--- config.mk ---
export PLATFORM = sky130hd
export DESIGN_NAME = utf8_name_validator_unit_flat
export DESIGN_NICKNAME = d
export VERILOG_FILES = /design/src/hdl/u8nv_pkg.sv /design/src/hdl/u8nv_in_if.sv /design/src/hdl/u8nv_out_if.sv /design/src/hdl/utf8_name_validator_unit.sv /design/src/flat_wrapper.sv
export SDC_FILE = /design/constraint.sdc
export NUM_CORES = 1
export LEC_CHECK = 0
export BUFFER_PORTS_ARGS = -buffer_cell sky130_fd_sc_hd__buf_2
export CAP_MARGIN = 5
export CELL_PAD_IN_SITES_DETAIL_PLACEMENT = 0
export CELL_PAD_IN_SITES_GLOBAL_PLACEMENT = 1
export CORE_MARGIN = 4
export CORE_UTILIZATION = 30
export CTS_CLUSTER_DIAMETER = 80
export DETAILED_ROUTE_END_ITERATION = 6
export PLACE_DENSITY = 0.54
export SLEW_MARGIN = 40
export SYNTH_ARGS = -nofsm -noshare
export SYNTH_HDL_FRONTEND = slang
export SYNTH_SLANG_ARGS = --single-unit
--- constraint.sdc ---
create_clock -name clk -period 4.3 [get_ports clk]
set_clock_uncertainty 0.2 [all_clocks]
set_input_delay 0.86 -clock clk [delete_from_list [all_inputs] [get_ports clk]]
set_output_delay 0.86 -clock clk [all_outputs]
set_load 0.05 [all_outputs]
--- src/hdl/u8nv_pkg.sv ---
// ----------------------------------------------------------------------------
// u8nv_pkg
// Shared types and constants for the UTF-8 name validator.
// ----------------------------------------------------------------------------
package u8nv_pkg;

  localparam int unsigned LimitW = 16;
  localparam int unsigned CountW = 17;
  localparam int unsigned AccumW = 21;

  typedef enum logic [2:0] {
    REASON_OK        = 3'd0,
    REASON_CONTROL   = 3'd1,
    REASON_BAD_LEAD  = 3'd2,
    REASON_BAD_CONT  = 3'd3,
    REASON_BAD_CP    = 3'd4,
    REASON_TRUNCATED = 3'd5,
    REASON_TOO_LONG  = 3'd6
  } reason_t;

  localparam logic [LimitW-1:0] LIMIT_RESET = 16'd255;
  localparam logic [CountW-1:0] COUNT_MAX   = 17'h1ffff;

  localparam logic [7:0] ASCII_SPACE = 8'h20;
  localparam logic [7:0] ASCII_DEL   = 8'h7f;
  localparam logic [7:0] LEAD2_LO    = 8'hc2;
  localparam logic [7:0] LEAD2_HI    = 8'hdf;
  localparam logic [7:0] LEAD3_LO    = 8'he0;
  localparam logic [7:0] LEAD3_HI    = 8'hef;
  localparam logic [7:0] LEAD4_LO    = 8'hf0;
  localparam logic [7:0] LEAD4_HI    = 8'hf4;

  localparam logic [AccumW-1:0] CP_MIN2     = 21'h80;
  localparam logic [AccumW-1:0] CP_MIN3     = 21'h800;
  localparam logic [AccumW-1:0] CP_MIN4     = 21'h10000;
  localparam logic [AccumW-1:0] CP_MAX      = 21'h10ffff;
  localparam logic [AccumW-1:0] SURR_LO     = 21'hd800;
  localparam logic [AccumW-1:0] SURR_HI     = 21'hdfff;
  localparam logic [AccumW-1:0] C1_LO       = 21'h80;
  localparam logic [AccumW-1:0] C1_HI       = 21'h9f;

endpackage

--- src/hdl/u8nv_in_if.sv ---
// ----------------------------------------------------------------------------
// u8nv_in_if
// Byte channel into the validator: one name byte and its last marker.
// ----------------------------------------------------------------------------
interface u8nv_in_if;
  logic       valid;
  logic       ready;
  logic [7:0] data_byte;
  logic       last_byte;

  modport source (output valid, output data_byte, output last_byte, input ready);
  modport sink   (input valid, input data_byte, input last_byte, output ready);
endinterface

--- src/hdl/u8nv_out_if.sv ---
// ----------------------------------------------------------------------------
// u8nv_out_if
// Verdict channel out of the validator: one word per name.
// ----------------------------------------------------------------------------
interface u8nv_out_if;
  logic       valid;
  logic       ready;
  logic       name_valid;
  logic [2:0] fail_reason;

  modport source (output valid, output name_valid, output fail_reason, input ready);
  modport sink   (input valid, input name_valid, input fail_reason, output ready);
endinterface

--- src/hdl/utf8_name_validator_unit.sv ---
// ----------------------------------------------------------------------------
// utf8_name_validator_unit
// Strict UTF-8 name checker with a byte length limit and a reason code.
// ----------------------------------------------------------------------------
//  channel   dir   word                          handshake
//  in_if     in    data_byte[7:0], last_byte     valid/ready
//  out_if    out   name_valid, fail_reason[2:0]  valid/ready
//  cfg_*     in    max_name_bytes[15:0]          cfg_wr_en strobe
//
//  one byte per cycle while no last byte is stalled; a byte sits in the
//  input register, is decoded there, and its verdict (last byte) is registered
//  throughput is set by the single decode stage between the two registers
//  a pending verdict that is not taken stalls only last bytes; other bytes
//  keep flowing through the decode stage
//  synchronous active-low reset clears all name state, limit resets to 255
// ----------------------------------------------------------------------------
module utf8_name_validator_unit (
  input  logic                          clk,
  input  logic                          rst_n,
  u8nv_in_if.sink                       in_if,
  u8nv_out_if.source                    out_if,
  input  logic                          cfg_wr_en,
  input  logic [u8nv_pkg::LimitW-1:0]   cfg_wr_data
);

  logic [u8nv_pkg::LimitW-1:0] limit_r;

  // input register
  logic       in_v_r;
  logic [7:0] in_byte_r;
  logic       in_last_r;

  // name state
  logic [1:0]                  pend_r,  pend_nxt;
  logic [1:0]                  seq_r,   seq_nxt;
  logic [u8nv_pkg::AccumW-1:0] acc_r,   acc_nxt;
  logic [u8nv_pkg::CountW-1:0] cnt_r,   cnt_nxt;
  u8nv_pkg::reason_t           err_r,   err_nxt;

  // result register
  logic                        out_v_r;
  u8nv_pkg::reason_t           reason_r, reason_nxt;

  logic out_free;
  logic fire;

  assign out_free = !out_v_r || out_if.ready;
  assign fire     = in_v_r && (!in_last_r || out_free);
  assign in_if.ready = !in_v_r || fire;

  always_ff @(posedge clk) begin
    if (!rst_n) begin
      limit_r <= u8nv_pkg::LIMIT_RESET;
    end else if (cfg_wr_en) begin
      limit_r <= cfg_wr_data;
    end
  end

  always_ff @(posedge clk) begin
    if (!rst_n) begin
      in_v_r <= 1'b0;
    end else if (in_if.ready) begin
      in_v_r <= in_if.valid;
    end
  end

  always_ff @(posedge clk) begin
    if (in_if.valid && in_if.ready) begin
      in_byte_r <= in_if.data_byte;
      in_last_r <= in_if.last_byte;
    end
  end

  // decode one byte against the current name state
  always_comb begin
    logic [7:0]                  b;
    logic [u8nv_pkg::AccumW-1:0] cp;
    logic [u8nv_pkg::AccumW-1:0] cp_min;
    logic [u8nv_pkg::LimitW-1:0] limit;
    b        = in_byte_r;
    pend_nxt = pend_r;
    seq_nxt  = seq_r;
    acc_nxt  = acc_r;
    err_nxt  = err_r;
    cp       = '0;
    cp_min   = u8nv_pkg::CP_MIN4;
    cnt_nxt  = (cnt_r == u8nv_pkg::COUNT_MAX) ? cnt_r : cnt_r + 1'b1;

    if (err_r == u8nv_pkg::REASON_OK) begin
      if (pend_r == 2'd0) begin
        if (!b[7]) begin
          if (b < u8nv_pkg::ASCII_SPACE || b == u8nv_pkg::ASCII_DEL) begin
            err_nxt = u8nv_pkg::REASON_CONTROL;
          end
        end else if (b >= u8nv_pkg::LEAD2_LO && b <= u8nv_pkg::LEAD2_HI) begin
          pend_nxt = 2'd1;
          seq_nxt  = 2'd1;
          acc_nxt  = {16'd0, b[4:0]};
        end else if (b >= u8nv_pkg::LEAD3_LO && b <= u8nv_pkg::LEAD3_HI) begin
          pend_nxt = 2'd2;
          seq_nxt  = 2'd2;
          acc_nxt  = {17'd0, b[3:0]};
        end else if (b >= u8nv_pkg::LEAD4_LO && b <= u8nv_pkg::LEAD4_HI) begin
          pend_nxt = 2'd3;
          seq_nxt  = 2'd3;
          acc_nxt  = {18'd0, b[2:0]};
        end else begin
          err_nxt = u8nv_pkg::REASON_BAD_LEAD;
        end
      end else if (b[7:6] != 2'b10) begin
        err_nxt = u8nv_pkg::REASON_BAD_CONT;
      end else begin
        cp       = {acc_r[u8nv_pkg::AccumW-7:0], b[5:0]};
        acc_nxt  = cp;
        pend_nxt = pend_r - 2'd1;
        unique case (seq_r)
          2'd1:    cp_min = u8nv_pkg::CP_MIN2;
          2'd2:    cp_min = u8nv_pkg::CP_MIN3;
          default: cp_min = u8nv_pkg::CP_MIN4;
        endcase
        if (pend_r == 2'd1 &&
            (cp < cp_min || cp > u8nv_pkg::CP_MAX ||
             (cp >= u8nv_pkg::SURR_LO && cp <= u8nv_pkg::SURR_HI) ||
             (cp >= u8nv_pkg::C1_LO && cp <= u8nv_pkg::C1_HI))) begin
          err_nxt = u8nv_pkg::REASON_BAD_CP;
        end
      end
    end

    // zero limit counts as one
    limit = (limit_r == '0) ? {{(u8nv_pkg::LimitW-1){1'b0}}, 1'b1} : limit_r;
    reason_nxt = err_nxt;
    if (reason_nxt == u8nv_pkg::REASON_OK && pend_nxt != 2'd0) begin
      reason_nxt = u8nv_pkg::REASON_TRUNCATED;
    end
    if (reason_nxt == u8nv_pkg::REASON_OK && cnt_nxt > {1'b0, limit}) begin
      reason_nxt = u8nv_pkg::REASON_TOO_LONG;
    end
  end

  always_ff @(posedge clk) begin
    if (!rst_n) begin
      pend_r <= '0;
      seq_r  <= '0;
      acc_r  <= '0;
      cnt_r  <= '0;
      err_r  <= u8nv_pkg::REASON_OK;
    end else if (fire) begin
      if (in_last_r) begin
        pend_r <= '0;
        seq_r  <= '0;
        acc_r  <= '0;
        cnt_r  <= '0;
        err_r  <= u8nv_pkg::REASON_OK;
      end else begin
        pend_r <= pend_nxt;
        seq_r  <= seq_nxt;
        acc_r  <= acc_nxt;
        cnt_r  <= cnt_nxt;
        err_r  <= err_nxt;
      end
    end
  end

  always_ff @(posedge clk) begin
    if (!rst_n) begin
      out_v_r <= 1'b0;
    end else if (fire && in_last_r) begin
      out_v_r <= 1'b1;
    end else if (out_if.ready) begin
      out_v_r <= 1'b0;
    end
  end

  always_ff @(posedge clk) begin
    if (fire && in_last_r) begin
      reason_r <= reason_nxt;
    end
  end

  assign out_if.valid       = out_v_r;
  assign out_if.name_valid  = (reason_r == u8nv_pkg::REASON_OK);
  assign out_if.fail_reason = reason_r;

`ifndef NO_ASSERTIONS
  // an open sequence never expects more continuations than it started with
  a_pend_le_seq: assert property (@(posedge clk) disable iff (!rst_n)
    pend_r <= seq_r)
    else $error("pending continuations exceed sequence length");

  // a recorded error holds until the name ends
  a_err_sticky: assert property (@(posedge clk) disable iff (!rst_n)
    (err_r != u8nv_pkg::REASON_OK && !(fire && in_last_r)) |=> err_r == $past(err_r))
    else $error("first error changed inside a name");

  // a last byte is never decoded while an untaken verdict is pending
  a_no_overwrite: assert property (@(posedge clk) disable iff (!rst_n)
    (fire && in_last_r) |-> (!out_v_r || out_if.ready))
    else $error("verdict overwritten");

  // a held input byte stays put until decoded
  a_in_hold: assert property (@(posedge clk) disable iff (!rst_n)
    (in_v_r && !fire) |=> (in_v_r && $stable(in_byte_r) && $stable(in_last_r)))
    else $error("input register changed while stalled");
`endif

endmodule

--- src/flat_wrapper.sv ---
// flat-port wrapper written by rule: the top's interface ports become plain ports
module utf8_name_validator_unit_flat 
  (clk, rst_n, cfg_wr_en, cfg_wr_data, in_if_valid, in_if_data_byte, in_if_last_byte, in_if_ready, out_if_valid, out_if_name_valid, out_if_fail_reason, out_if_ready);
  u8nv_in_if in_if_i ();
  u8nv_out_if out_if_i ();
  input  logic clk;
  input  logic rst_n;
  input  logic cfg_wr_en;
  input  logic [u8nv_pkg::LimitW-1:0] cfg_wr_data;
  input wire logic [$bits(in_if_i.valid)-1:0] in_if_valid;
  input wire logic [$bits(in_if_i.data_byte)-1:0] in_if_data_byte;
  input wire logic [$bits(in_if_i.last_byte)-1:0] in_if_last_byte;
  output wire logic [$bits(in_if_i.ready)-1:0] in_if_ready;
  output wire logic [$bits(out_if_i.valid)-1:0] out_if_valid;
  output wire logic [$bits(out_if_i.name_valid)-1:0] out_if_name_valid;
  output wire logic [$bits(out_if_i.fail_reason)-1:0] out_if_fail_reason;
  input wire logic [$bits(out_if_i.ready)-1:0] out_if_ready;
  assign in_if_i.valid = in_if_valid;
  assign in_if_i.data_byte = in_if_data_byte;
  assign in_if_i.last_byte = in_if_last_byte;
  assign in_if_ready = in_if_i.ready;
  assign out_if_valid = out_if_i.valid;
  assign out_if_name_valid = out_if_i.name_valid;
  assign out_if_fail_reason = out_if_i.fail_reason;
  assign out_if_i.ready = out_if_ready;
  utf8_name_validator_unit u_core (.clk(clk), .rst_n(rst_n), .in_if(in_if_i), .out_if(out_if_i), .cfg_wr_en(cfg_wr_en), .cfg_wr_data(cfg_wr_data));
endmodule
==> flow_metrics.env <==
export IMPL_status="completed"
export IMPL_rsz0062_at_grt="no"
export IMPL_dp_hpwl_um=7178
export IMPL_dieWidth_um=123.8
export IMPL_vias_per_cell=5.028
export IMPL_power_frac_comb=0.093
export IMPL_startpoint_type="flip-flop"
export IMPL_hold_violations=0
export IMPL_cp_num_buf_inv=0
export IMPL_endpoint_kind="flip-flop"
export IMPL_arrival_ps=3940
export IMPL_layout_commonest_cell="dfxtp_1"
export IMPL_ff_latch_area_sq_um=1501
export IMPL_post_route_period_util=0.9424
export IMPL_max_stage_delay_ps=510
export IMPL_synth_fa_ha_area_frac=0.07154
export IMPL_clk_latency_ps=340
export IMPL_synth_compound_area_frac=0.2034
export IMPL_grt_use_met1=0.2002
export IMPL_io_pins=36
export IMPL_synth_mux_area_frac=0.02768
export IMPL_diodes=0
export IMPL_crit_fanout=9
export IMPL_use_met3=0.04178
export IMPL_area_growth_pct=15.21
export IMPL_cts_tree="yes"
export IMPL_core_area_sq_um=13190
export IMPL_place_congestion=0.8497
export IMPL_crit_chain="and4_2 > nand4_1 > o211a_1 > and3_1 > xor2_1 > ha_1 > nand4_1 > nor4_2 > a21oi_1 > a21boi_0 > or4_1 > a31o_1"
export IMPL_drc_errors=0
export IMPL_die_area_sq_um=15330
export IMPL_synth_area_sq_um=4023
export IMPL_seq_area_frac_synth=0.3733
export IMPL_switching_power_mw=0.3896
export IMPL_cts_made_buffers=9
export IMPL_synth_nets=514
export IMPL_die_y_um=123.8
export IMPL_grt_max_degree=59
export IMPL_cts_buffer_depth=2
export IMPL_path_class="reg -> reg"
export IMPL_use_met2=0.1977
export IMPL_final_antenna_net_count=0
export IMPL_cpMostUsedCell="nand4_1"
export IMPL_ctsHtreeMaxLevel=3
export IMPL_via_count=3369
export IMPL_cts_root_buf="clkbuf_16"
export IMPL_cap_violations=0
export IMPL_p_int_mw=1.183
export IMPL_worst_pin_slew_ps=901.5
export IMPL_fmax_mhz=246.8
export IMPL_syn_area_per_cell_sq_um=8.726
export IMPL_synth_edf_count=12
export IMPL_ys_seq_elements=69
export IMPL_rows=42
export IMPL_antenna_found_initial=0
export IMPL_min_period_ps=4052
export IMPL_numPortBuffers=35
export IMPL_min_path_type="reg -> reg"
export IMPL_grt_pass1_wl_um=16450
export IMPL_nets=542
export IMPL_cts_sinks=69
export IMPL_drt_wl_total_um=10160
export IMPL_post_synth_and_or_nand_nor_area_fraction=0.2302
export IMPL_drt_iter0_drc=186
export IMPL_clkPwrFrac=0.464
export IMPL_grt_use_total=0.1400
export IMPL_synth_cell_types=67
export IMPL_crit_family="simple AND/OR/NAND/NOR gates"
export IMPL_layout_common_cells="57 x dfxtp_1, 40 x nand2_1, 34 x buf_2, 30 x inv_1, 28 x nor2_1"
export IMPL_synth_xor_area_share=0.03266
export IMPL_switching_share=0.2477
export IMPL_relSlewSlack=0.3914
export IMPL_slew_viol_final=0
export IMPL_drive_above_1_share=0.1538
export IMPL_pwr_share_seq=0.443
export IMPL_first_pass_iters=4
export IMPL_multi_input_area_sq_um=2292
export IMPL_p_leak_nw=1.819
export IMPL_overflow=0
export IMPL_wl_per_cell_um=15.16
export IMPL_async_flop_share=0
export IMPL_fill_cells=1371
export IMPL_setup_viol=0
export IMPL_busiest_layer="met1"
export IMPL_start_util=0.3050
export IMPL_synth_ff_type="dfxtp_1"
export IMPL_power_density_nw_per_um2=339.4
export IMPL_clk_pin_slew_ps=60
export IMPL_yosys_warnings=0
export IMPL_synthCells=461
export IMPL_setup_tns_ps=0
export IMPL_power_total_mw=1.573
export IMPL_grt_pass1_vias=3212
export IMPL_critPathRequiredTime_ps=4190
export IMPL_synth_top_family_by_area="simple AND/OR/NAND/NOR gates"
export IMPL_cp_slowest_cell="or4_1"
export IMPL_vdd_drop_max_uv=219.2
-- synth_stat cells, types with 12 or more instances --
cell / number / share of area
dfxtp_1: 57 / 0.28
nand3_1: 21 / 0.026
clkbuf_1: 17 / 0.016
a21oi_1: 16 / 0.020
o21ai_0: 23 / 0.029
inv_1: 30 / 0.028
nand2_1: 40 / 0.037
edfxtp_1: 12 / 0.090
a21boi_0: 24 / 0.045
nor2_1: 28 / 0.026
ha_1: 23 / 0.072
nor2b_1: 20 / 0.031
-- power by group through the flow --
| stage | clock network [mW] | registers (mW) | logic (mW) |
|---|---|---|---|
| floorplan | 0 | 0.709 | 0.104 |
| global placement | 0 | 0.710 | 0.146 |
| detailed placement | 0 | 0.710 | 0.146 |
| CTS | 0.760 | 0.696 | 0.147 |
| global route | 0.786 | 0.699 | 0.166 |
| finish | 0.730 | 0.696 | 0.147 |
-- final cells by class --
type,count,area share
multi-input cells,338,0.4946
well taps,176,0.04752
repair buffers,41,0.04806
clock buffers,11,0.05022
clock inverters,5,0.01134
flip-flops and latches,69,0.3240
inverters,30,0.02430
-- worst paths after layout --
check | from | to | slack, ps | depth (start not counted)
worst min register to register | u_core.acc_r[11] | u_core.acc_r[11] | 280 | 2
worst max register to register | u_core.cnt_r[7] | u_core.out_if.fail_reason[2] | 250 | 12
worst max-delay path | u_core.cnt_r[7] | u_core.out_if.fail_reason[2] | 250 | 12
worst min-delay path | u_core.acc_r[11] | u_core.acc_r[11] | 280 | 2
-- layer usage --
metal	wire [um]	share of wire	vias to the layer above
li1	-	-	1736
met1	5337	0.53	1586
met2	4334	0.43	35
met3	348	0.034	12
met4	135	0.013	0
met5	0	0	-
-- worst min-delay path, delay by kind of cell, from the launching register on --
kind               cells  cell delay, ps
DFF                    1             320
AOI/OAI and AO/OA      1              60
and+or+nand+nor        1              50
-- cells by family (layout without fill, tap and decap cells) --
| family | count (synthesis) | count (layout) |
|---|---|---|
| XOR/XNOR | 15 | 15 |
| multiplexers | 11 | 11 |
| buffers and inverters | 54 | 87 |
| adder cells (fa/ha/maj) | 23 | 23 |
| AND/OR/NAND/NOR | 172 | 172 |
| flip-flops | 69 | 69 |
| AO/OA/AOI/OAI | 117 | 117 |
-- state kept, by name (all words and copies together) (netlist names) --
name and flops:
u_core.pend_r 2, u_core.in_last_r 1, u_core.limit_r 16, u_core.in_v_r 1, u_core.in_byte_r 8, u_core.cnt_r 17, u_core.out_if.fail_reason 3, u_core.acc_r 15
u_core.err_r 3, u_core.out_if.valid 1, u_core.seq_r 2
-- per-stage QoR --
stage | setup WS [ps] | std cells | util | hold WS, ps | instance area (sq um)
floorplan | 390.5 | 461 | - | 243.7 | 4023
global placement | 374.5 | 654 | 0.3282 | 267.0 | 4329
detailed placement | 195.2 | 654 | 0.3289 | 272.0 | 4338
CTS | 157.0 | 670 | 0.3505 | 278.8 | 4623
global route | 9.042 | 670 | 0.3514 | 297.5 | 4634
finish | 247.8 | 670 | 0.3514 | 279.6 | 4634
-- timing repair --
action	in CTS	in global routing
setup buffers	0	0
setup endpoints to repair	0	2
resized for setup	0	2
hold buffers	0	0
No activity file was read; power rests on OpenSTA's default activity.
